**src/rtl/cpcd_pkg.sv**
```systemverilog
// ----------------------------------------------------------------------------
// cpcd_pkg
// Shared types, codes and denomination tables for the coin changer.
// ----------------------------------------------------------------------------
package cpcd_pkg;

  // stock counter width per denomination
  localparam int COUNT_BITS  = 16;
  localparam int NUM_SLOTS   = 8;
  localparam int SLOT_BITS   = 3;
  // paid amount, change and refund width
  localparam int AMT_BITS    = 17;
  // largest quotient is 131071 / 5
  localparam int QUO_BITS    = 15;
  localparam int GIVEN_BITS  = 16;
  // reciprocal division by a denomination
  localparam int RECIP_SHIFT = 20;
  localparam int RECIP_BITS  = 18;
  localparam int PROD_BITS   = AMT_BITS + RECIP_BITS;
  localparam int LOAD_BITS   = (COUNT_BITS > 16) ? COUNT_BITS : 16;
  localparam int CMP_BITS    = (COUNT_BITS > QUO_BITS) ? COUNT_BITS : QUO_BITS;

  localparam logic [COUNT_BITS-1:0] CNT_MAX = {COUNT_BITS{1'b1}};

  localparam logic [AMT_BITS-1:0] DENOM [NUM_SLOTS] = '{
    AMT_BITS'(1000), AMT_BITS'(500), AMT_BITS'(200), AMT_BITS'(100),
    AMT_BITS'(50),   AMT_BITS'(20),  AMT_BITS'(10),  AMT_BITS'(5)
  };

  localparam logic [RECIP_BITS-1:0] RECIP [NUM_SLOTS] = '{
    RECIP_BITS'((1 << RECIP_SHIFT) / 1000), RECIP_BITS'((1 << RECIP_SHIFT) / 500),
    RECIP_BITS'((1 << RECIP_SHIFT) / 200),  RECIP_BITS'((1 << RECIP_SHIFT) / 100),
    RECIP_BITS'((1 << RECIP_SHIFT) / 50),   RECIP_BITS'((1 << RECIP_SHIFT) / 20),
    RECIP_BITS'((1 << RECIP_SHIFT) / 10),   RECIP_BITS'((1 << RECIP_SHIFT) / 5)
  };

  // operation codes
  localparam logic [1:0] OP_START  = 2'd0;
  localparam logic [1:0] OP_INSERT = 2'd1;
  localparam logic [1:0] OP_CANCEL = 2'd2;
  localparam logic [1:0] OP_LOAD   = 2'd3;

  // result status codes
  localparam logic [3:0] ST_OWING        = 4'd0;
  localparam logic [3:0] ST_INVALID_COIN = 4'd1;
  localparam logic [3:0] ST_OUT_OF_STOCK = 4'd2;
  localparam logic [3:0] ST_STARTED      = 4'd3;
  localparam logic [3:0] ST_VEND_EXACT   = 4'd4;
  localparam logic [3:0] ST_VEND_CHANGE  = 4'd5;
  localparam logic [3:0] ST_VEND_SHORT   = 4'd6;
  localparam logic [3:0] ST_REFUND       = 4'd7;
  localparam logic [3:0] ST_CANCEL_NONE  = 4'd8;
  localparam logic [3:0] ST_NO_PURCHASE  = 4'd9;
  localparam logic [3:0] ST_LOADED       = 4'd10;

  typedef struct packed {
    logic [1:0]  operation;
    logic [15:0] price_cents;
    logic        item_in_stock;
    logic [15:0] coin_cents;
    logic [2:0]  stock_slot;
    logic [15:0] stock_count;
  } req_t;

  typedef struct packed {
    logic [3:0]            status;
    logic [15:0]           owing_cents;
    logic [AMT_BITS-1:0]   change_unpaid;
    logic [GIVEN_BITS-1:0] given_1000;
    logic [GIVEN_BITS-1:0] given_500;
    logic [GIVEN_BITS-1:0] given_200;
    logic [GIVEN_BITS-1:0] given_100;
    logic [GIVEN_BITS-1:0] given_50;
    logic [GIVEN_BITS-1:0] given_20;
    logic [GIVEN_BITS-1:0] given_10;
    logic [GIVEN_BITS-1:0] given_5;
  } rsp_t;

  // controller to datapath
  typedef struct packed {
    logic capture;
    logic exec;
    logic pay_mul;
    logic pay_quo;
    logic pay_sub;
    logic load_out;
  } cmd_t;

  // datapath to controller
  typedef struct packed {
    logic need_pay;
    logic last_slot;
  } stat_t;

endpackage

```
**src/rtl/cpcd_ctrl.sv**
```systemverilog
// ----------------------------------------------------------------------------
// cpcd_ctrl
// Sequencer: takes one item, runs the execute step and, when something is paid
// out, the per-denomination payout steps, then hands the result to the output register.
// ----------------------------------------------------------------------------
module cpcd_ctrl (
  input  logic           clk,
  input  logic           rst,
  input  logic           req_valid,
  output logic           req_stall,
  output logic           rsp_valid,
  input  logic           rsp_stall,
  input  cpcd_pkg::stat_t stat,
  output cpcd_pkg::cmd_t  cmd
);
  import cpcd_pkg::*;

  typedef enum logic [2:0] {
    S_IDLE,
    S_EXEC,
    S_MUL,
    S_QUO,
    S_SUB,
    S_FINISH
  } state_t;

  state_t state;
  state_t state_next;
  logic   out_free;

  assign out_free  = !rsp_valid || !rsp_stall;
  assign req_stall = (state != S_IDLE);

  always_comb begin
    cmd          = '0;
    state_next   = state;
    cmd.capture  = (state == S_IDLE) && req_valid;
    cmd.exec     = (state == S_EXEC);
    cmd.pay_mul  = (state == S_MUL);
    cmd.pay_quo  = (state == S_QUO);
    cmd.pay_sub  = (state == S_SUB);
    cmd.load_out = (state == S_FINISH) && out_free;
    case (state)
      S_IDLE:   if (req_valid) state_next = S_EXEC;
      S_EXEC:   state_next = stat.need_pay ? S_MUL : S_FINISH;
      S_MUL:    state_next = S_QUO;
      S_QUO:    state_next = S_SUB;
      S_SUB:    state_next = stat.last_slot ? S_FINISH : S_MUL;
      S_FINISH: if (out_free) state_next = S_IDLE;
      default:  state_next = S_IDLE;
    endcase
  end

  always_ff @(posedge clk) begin
    if (rst) begin
      state     <= S_IDLE;
      rsp_valid <= 1'b0;
    end else begin
      state <= state_next;
      if (cmd.load_out) begin
        rsp_valid <= 1'b1;
      end else if (!rsp_stall) begin
        rsp_valid <= 1'b0;
      end
    end
  end

endmodule

```
**src/rtl/cpcd_dp.sv**
```systemverilog
// ----------------------------------------------------------------------------
// cpcd_dp
// Datapath: coin stock, purchase registers, greedy payout unit and the
// result register.
// ----------------------------------------------------------------------------
module cpcd_dp (
  input  logic           clk,
  input  logic           rst,
  input  cpcd_pkg::req_t req,
  input  cpcd_pkg::cmd_t cmd,
  output cpcd_pkg::stat_t stat,
  output cpcd_pkg::rsp_t rsp
);
  import cpcd_pkg::*;

  // architectural state
  logic [COUNT_BITS-1:0] stock [NUM_SLOTS];
  logic                  active;
  logic [15:0]           price_held;
  logic [15:0]           owing_held;
  logic [AMT_BITS-1:0]   paid_held;

  // per-item working registers
  req_t                  item;
  logic [3:0]            status_held;
  logic                  paying;
  logic [AMT_BITS-1:0]   amount;
  logic [SLOT_BITS-1:0]  slot;
  logic [PROD_BITS-1:0]  prod;
  logic [QUO_BITS-1:0]   quo;
  logic [GIVEN_BITS-1:0] given [NUM_SLOTS];

  // execute step decode
  logic                  coin_ok;
  logic [SLOT_BITS-1:0]  coin_idx;
  logic [AMT_BITS-1:0]   paid_sum;
  logic [AMT_BITS-1:0]   change;
  logic                  coin_lt;
  logic [3:0]            exec_status;
  logic                  exec_pay;
  logic [AMT_BITS-1:0]   exec_amount;
  logic [LOAD_BITS-1:0]  load_wide;
  logic [COUNT_BITS-1:0] load_sat;

  // payout step
  logic [SLOT_BITS-1:0]         rd_idx;
  logic [COUNT_BITS-1:0]        stock_rd;
  logic [AMT_BITS-1:0]          denom;
  logic [QUO_BITS-1:0]          quo0;
  logic [QUO_BITS+AMT_BITS-1:0] quo0_prod;
  logic [AMT_BITS-1:0]          rem0;
  logic [QUO_BITS-1:0]          take;
  logic [QUO_BITS+AMT_BITS-1:0] take_prod;

  always_comb begin
    coin_ok  = 1'b0;
    coin_idx = '0;
    for (int s = 0; s < NUM_SLOTS; s++) begin
      if (AMT_BITS'(item.coin_cents) == DENOM[s]) begin
        coin_ok  = 1'b1;
        coin_idx = SLOT_BITS'(s);
      end
    end
  end

  assign paid_sum  = paid_held + AMT_BITS'(item.coin_cents);
  assign change    = paid_sum - AMT_BITS'(price_held);
  assign coin_lt   = item.coin_cents < owing_held;
  assign load_wide = LOAD_BITS'(item.stock_count);
  assign load_sat  = (load_wide > LOAD_BITS'(CNT_MAX)) ? CNT_MAX : COUNT_BITS'(load_wide);

  always_comb begin
    exec_status = ST_LOADED;
    exec_pay    = 1'b0;
    exec_amount = change;
    case (item.operation)
      OP_START: begin
        exec_status = item.item_in_stock ? ST_STARTED : ST_OUT_OF_STOCK;
      end
      OP_INSERT: begin
        if (!active) begin
          exec_status = ST_NO_PURCHASE;
        end else if (!coin_ok) begin
          exec_status = ST_INVALID_COIN;
        end else if (coin_lt) begin
          exec_status = ST_OWING;
        end else if (change == '0) begin
          exec_status = ST_VEND_EXACT;
        end else begin
          exec_status = ST_VEND_CHANGE;
          exec_pay    = 1'b1;
        end
      end
      OP_CANCEL: begin
        exec_amount = paid_held;
        if (!active) begin
          exec_status = ST_NO_PURCHASE;
        end else if (paid_held == '0) begin
          exec_status = ST_CANCEL_NONE;
        end else begin
          exec_status = ST_REFUND;
          exec_pay    = 1'b1;
        end
      end
      default: exec_status = ST_LOADED;
    endcase
  end

  assign stat.need_pay  = exec_pay;
  assign stat.last_slot = (slot == SLOT_BITS'(NUM_SLOTS - 1));

  // single read port, shared by the coin deposit and the payout walk
  assign rd_idx   = cmd.exec ? coin_idx : slot;
  assign stock_rd = stock[rd_idx];
  assign denom    = DENOM[slot];

  // reciprocal estimate is exact or one low
  assign quo0      = QUO_BITS'(prod >> RECIP_SHIFT);
  assign quo0_prod = quo0 * denom;
  assign rem0      = amount - AMT_BITS'(quo0_prod);

  assign take      = (CMP_BITS'(quo) <= CMP_BITS'(stock_rd)) ? quo : QUO_BITS'(stock_rd);
  assign take_prod = take * denom;

  always_ff @(posedge clk) begin
    if (rst) begin
      for (int s = 0; s < NUM_SLOTS; s++) begin
        stock[s] <= '0;
      end
      active     <= 1'b0;
      price_held <= '0;
      owing_held <= '0;
      paid_held  <= '0;
    end else begin
      if (cmd.exec) begin
        case (item.operation)
          OP_START: begin
            active     <= item.item_in_stock;
            price_held <= item.item_in_stock ? item.price_cents : '0;
            owing_held <= item.item_in_stock ? item.price_cents : '0;
            paid_held  <= '0;
          end
          OP_INSERT: begin
            if (active && coin_ok) begin
              if (stock_rd != CNT_MAX) begin
                stock[coin_idx] <= stock_rd + COUNT_BITS'(1);
              end
              if (coin_lt) begin
                paid_held  <= paid_sum;
                owing_held <= owing_held - item.coin_cents;
              end else begin
                active     <= 1'b0;
                price_held <= '0;
                owing_held <= '0;
                paid_held  <= '0;
              end
            end
          end
          OP_CANCEL: begin
            if (active) begin
              active     <= 1'b0;
              price_held <= '0;
              owing_held <= '0;
              paid_held  <= '0;
            end
          end
          default: stock[item.stock_slot] <= load_sat;
        endcase
      end
      if (cmd.pay_sub) begin
        stock[slot] <= COUNT_BITS'(CMP_BITS'(stock_rd) - CMP_BITS'(take));
      end
    end
  end

  always_ff @(posedge clk) begin
    if (cmd.capture) begin
      item <= req;
      for (int s = 0; s < NUM_SLOTS; s++) begin
        given[s] <= '0;
      end
    end
    if (cmd.exec) begin
      status_held <= exec_status;
      paying      <= exec_pay;
      amount      <= exec_amount;
      slot        <= '0;
    end
    if (cmd.pay_mul) begin
      prod <= amount * RECIP[slot];
    end
    if (cmd.pay_quo) begin
      quo <= (rem0 >= denom) ? quo0 + QUO_BITS'(1) : quo0;
    end
    if (cmd.pay_sub) begin
      amount      <= amount - AMT_BITS'(take_prod);
      given[slot] <= GIVEN_BITS'(take);
      slot        <= slot + SLOT_BITS'(1);
    end
    if (cmd.load_out) begin
      rsp.status        <= (paying && amount != '0 && status_held == ST_VEND_CHANGE)
                           ? ST_VEND_SHORT : status_held;
      rsp.owing_cents   <= active ? owing_held : '0;
      rsp.change_unpaid <= paying ? amount : '0;
      rsp.given_1000    <= given[0];
      rsp.given_500     <= given[1];
      rsp.given_200     <= given[2];
      rsp.given_100     <= given[3];
      rsp.given_50      <= given[4];
      rsp.given_20      <= given[5];
      rsp.given_10      <= given[6];
      rsp.given_5       <= given[7];
    end
  end

endmodule

```
**src/rtl/coin_payment_and_change_dispenser_unit.sv**
```systemverilog
// ----------------------------------------------------------------------------
// coin_payment_and_change_dispenser_unit
// Coin changer with per-denomination stock and greedy change payout.
// ----------------------------------------------------------------------------
// Each item passes through capture, execute and the result register when nothing
// is paid out. A vend with change or a refund with money paid walks the eight
// denominations in turn through one shared divide-and-take unit, each one
// through reciprocal multiply, quotient correction, and take and subtract.
// The next item is accepted as soon as the result is in the output register,
// even while that result is still stalled; an item waits in its last step
// only when the previous result has not yet been taken.
module coin_payment_and_change_dispenser_unit (
  input  logic           clk,
  input  logic           rst,
  input  logic           req_valid,
  output logic           req_stall,
  input  cpcd_pkg::req_t req,
  output logic           rsp_valid,
  input  logic           rsp_stall,
  output cpcd_pkg::rsp_t rsp
);
  import cpcd_pkg::*;

  cmd_t  cmd;
  stat_t stat;

  cpcd_ctrl u_ctrl (
    .clk       (clk),
    .rst       (rst),
    .req_valid (req_valid),
    .req_stall (req_stall),
    .rsp_valid (rsp_valid),
    .rsp_stall (rsp_stall),
    .stat      (stat),
    .cmd       (cmd)
  );

  cpcd_dp u_dp (
    .clk  (clk),
    .rst  (rst),
    .req  (req),
    .cmd  (cmd),
    .stat (stat),
    .rsp  (rsp)
  );

  // one item in work at a time
  a_one_in_work: assert property (@(posedge clk) disable iff (rst)
    (req_valid && !req_stall) |=> req_stall)
    else $error("item accepted while another is in work");

  // coins only leave on a vend with change or a refund
  a_given_only_on_payout: assert property (@(posedge clk) disable iff (rst)
    (rsp_valid && rsp.status != ST_VEND_CHANGE && rsp.status != ST_VEND_SHORT &&
     rsp.status != ST_REFUND) |->
    (rsp.given_1000 == '0 && rsp.given_500 == '0 && rsp.given_200 == '0 &&
     rsp.given_100 == '0 && rsp.given_50 == '0 && rsp.given_20 == '0 &&
     rsp.given_10 == '0 && rsp.given_5 == '0))
    else $error("coins reported without a payout");

  // unpaid change only on a short vend or a refund
  a_unpaid_status: assert property (@(posedge clk) disable iff (rst)
    (rsp_valid && rsp.change_unpaid != '0) |->
    (rsp.status == ST_VEND_SHORT || rsp.status == ST_REFUND))
    else $error("unpaid change with wrong status");

endmodule

```
**config.mk**
```make
export PLATFORM = sky130hd
export DESIGN_NAME = coin_payment_and_change_dispenser_unit
export DESIGN_NICKNAME = d
export VERILOG_FILES = /design/src/rtl/cpcd_pkg.sv /design/src/rtl/cpcd_ctrl.sv /design/src/rtl/cpcd_dp.sv /design/src/rtl/coin_payment_and_change_dispenser_unit.sv
export SDC_FILE = /design/constraint.sdc
export NUM_CORES = 2
export LEC_CHECK = 0
export BUFFER_PORTS_ARGS = -buffer_cell sky130_fd_sc_hd__buf_2
export CAP_MARGIN = 40
export CORE_ASPECT_RATIO = 1.75
export CORE_MARGIN = 2
export CORE_UTILIZATION = 45
export CTS_CLUSTER_SIZE = 20
export DETAILED_ROUTE_END_ITERATION = 10
export PLACE_DENSITY = 0.64
export SYNTH_ARGS = -nofsm -noshare
export SYNTH_HDL_FRONTEND = slang
export SYNTH_SLANG_ARGS = --single-unit
export TNS_END_PERCENT = 10
```
**constraint.sdc**
```tcl
create_clock -name clk -period 12.05 [get_ports clk]
set_input_delay 1.205 -clock clk [delete_from_list [all_inputs] [get_ports clk]]
set_output_delay 1.205 -clock clk [all_outputs]
set_load 0.005 [all_outputs]
```
==> flow_metrics.tcl <==
set metrics [dict create \
    yosysWarnings 0 \
    port_buffers 216 \
    clk_pin_slew_ns 0.07 \
    first_global_vias 33717 \
    drt_iter0_drc 2468 \
    area_growth_syn_to_layout_pct 9.98 \
    synthAdderAreaFrac_pct 28.7 \
    synthDistinctLibCells 98 \
    min_path_type "flip-flop to flip-flop" \
    critPathSlowestCell "o21ai_1" \
    h-tree-depth 2 \
    outcome "finished clean" \
    tns_ns 0 \
    final_cell_mix "638 x inv_1, 514 x edfxtp_1, 469 x nand2_1" \
    grt_overflow 0 \
    clkSinkCount 568 \
    die_y_um 421 \
    synth_xor_area_share_pct 3.00 \
    synthMuxAreaShare_pct 0.895 \
    finalNetCount 5327 \
    synth_edf_count 514 \
    antenna_found_initial 1 \
    cp.required_ns 12.42 \
    worstPathMaxFanout 37 \
    routed_via_density 5.52 \
    io_pins 225 \
    clock_path_buffers 3 \
    ctsHoldBuffers 0 \
    period_share_pct 91.3 \
    cp-end-kind "flip-flop" \
    synthCells 4334 \
    synthDominantCellAreaShare_pct 34.6 \
    synth-compound-area-share_pct 7.54 \
    cap_viol_max_count 0 \
    yosys.area_share.simple_pct 15.4 \
    fmax_ghz 0.0909 \
    initial_utilization_pct 45.5 \
    slew_violations 0 \
    synth-seq-cells 568 \
    setup_violations 0 \
    ant_nets 0 \
    synth_flop_cell "edfxtp_1" \
    finalHoldViolCount 0 \
    syn-cell-area_sq_um 44600 \
    clockRootBuffer "clkbuf_16" \
    place_inst 5760 \
    final_core_util_pct 50.0 \
    cts_resized 0 \
    rsz0062_at_grt "false" \
    cts_tree "done" \
    grt_pass1_wl_um 196000 \
    syn_avg_cell_area_sq_um 10.3 \
    cts_made_buffers 53 \
    clk_latency_ns 0.65 \
    layout-drive-gt1-share_pct 10.4 \
    routed_wl_um 128000 \
    wl_per_cell_um 21.9 \
    max_stage_delay_ns 0.83 \
    num_vias 32341 \
    die_x_um 242 \
    synth.area.top_cells "edfxtp_1 35%, fa_1 19%, ha_1 9.3%" \
    worst_pin_slew_ns 0.906 \
    relSlewSlack_pct 39.4 \
    cts_setup_buffers 0 \
    synth_top_family_by_area "adder cells" \
    fin_crit_ns 11.00 \
    coreArea_sq_um 98100 \
    cp-start-kind "flip-flop" \
    finalNonFillerCells 5858 \
    synth_async_sr_flop_share_pct 0 \
    grt_max_degree 64 \
    yosys.area.top_type "edfxtp_1" \
    routabilityCongestion 0.958 \
    ys_seq_area_share_pct 37.0 \
    grtUsageTotal_pct 25.4 \
    die_area_sq_um 102000 \
    crit_type "flip-flop to flip-flop" \
    layout.cells.most_common "inv_1" \
    dp_hpwl_um 97300 \
    crit_top_cell "fa_1" \
    skew_ns 0.0386 \
    rows 152 \
    firstDrtPassIters 6 \
    drc 0 \
    crit_arrival_ns 11.38 \
]
[stage by stage]
step                worst slack, ns  cell area, sq um  hold slack (ns)
global route                  0.254             49100            0.420
detailed placement             1.16             47400            0.405
global placement               1.18             47100            0.401
CTS                            1.14             49100            0.418
floorplan                      2.19             44600            0.400
finish                         1.05             49100            0.418
[layout make-up]
| cell class | instances | area (sq um) |
|---|---|---|
| antenna | 1 | 2.50 |
| multi-input combinational | 2924 | 24900 |
| inverter | 649 | 2440 |
| sequential | 568 | 16500 |
| fill | 9048 | 49100 |
| clock buffer | 63 | 1360 |
| clock inverter | 34 | 342 |
| tap | 1309 | 1640 |
| timing repair buffer | 310 | 1890 |
[critical path, delay by kind of cell, from the launching register on]
family	cells	cell delay (ns)
adder cells (fa/ha/maj)	8	3.34
AO/OA/AOI/OAI	12	3.16
AND/OR/NAND/NOR	8	2.29
buffers and inverters	7	1.18
flip-flops	1	0.53
XOR/XNOR	1	0.15
multiplexers	1	0.08
[worst paths after layout]
check                                       from              end  slack [ns]  cells after the start
worst max-delay path             u_ctrl.state[0]  u_dp.amount[16]        1.05                     37
worst min-delay path            u_dp.given[0][6]         rsp[118]        0.42                      0
worst max register to register   u_ctrl.state[0]  u_dp.amount[16]        1.05                     37
worst min register to register  u_dp.given[0][6]         rsp[118]        0.42                      0
[state kept, by name, indices dropped and copies added (netlist names), 4 cells and up]
register,flops
u_dp.price_held,16
u_dp.paid_held,17
u_dp.stock,128
u_dp.prod,15
u_dp.amount,17
u_dp.given,120
u_dp.quo,15
u_dp.rsp,37
rsp,120
u_dp.item,38
u_dp.status_held,4
u_dp.owing_held,16
u_dp.load_wide,16
[Yosys cell counts, drive strengths merged (22+ instances only)]
library cell	count
inv	643
edfxtp	514
nand2	478
nor2	434
fa	431
ha	332
and2	193
clkbuf	157
a21oi	145
xnor2	116
o21ai	105
nand3	85
dfxtp	54
and3	53
nor3	52
nand2b	48
buf	43
a21o	38
mux2i	35
nor2b	35
xor2	34
a211oi	26
nand4	24
o211ai	22
[cells by family after synthesis]
family | after synthesis
AO/OA/AOI/OAI | 498
XOR/XNOR | 151
adder cells (fa/ha/maj) | 763
buffers and inverters | 849
flip-flops | 568
multiplexers | 39
other | 1
AND/OR/NAND/NOR | 1465
[layer usage]
layer	global-route usage, %	share of wire, %
met5	0	0
met4	17.1	7.7
met3	3.17	5.5
met2	46.1	51
met1	27.6	35
Power is not shown: default switching activity piles up to over one toggle a cycle in this logic, so the estimate is an artifact.
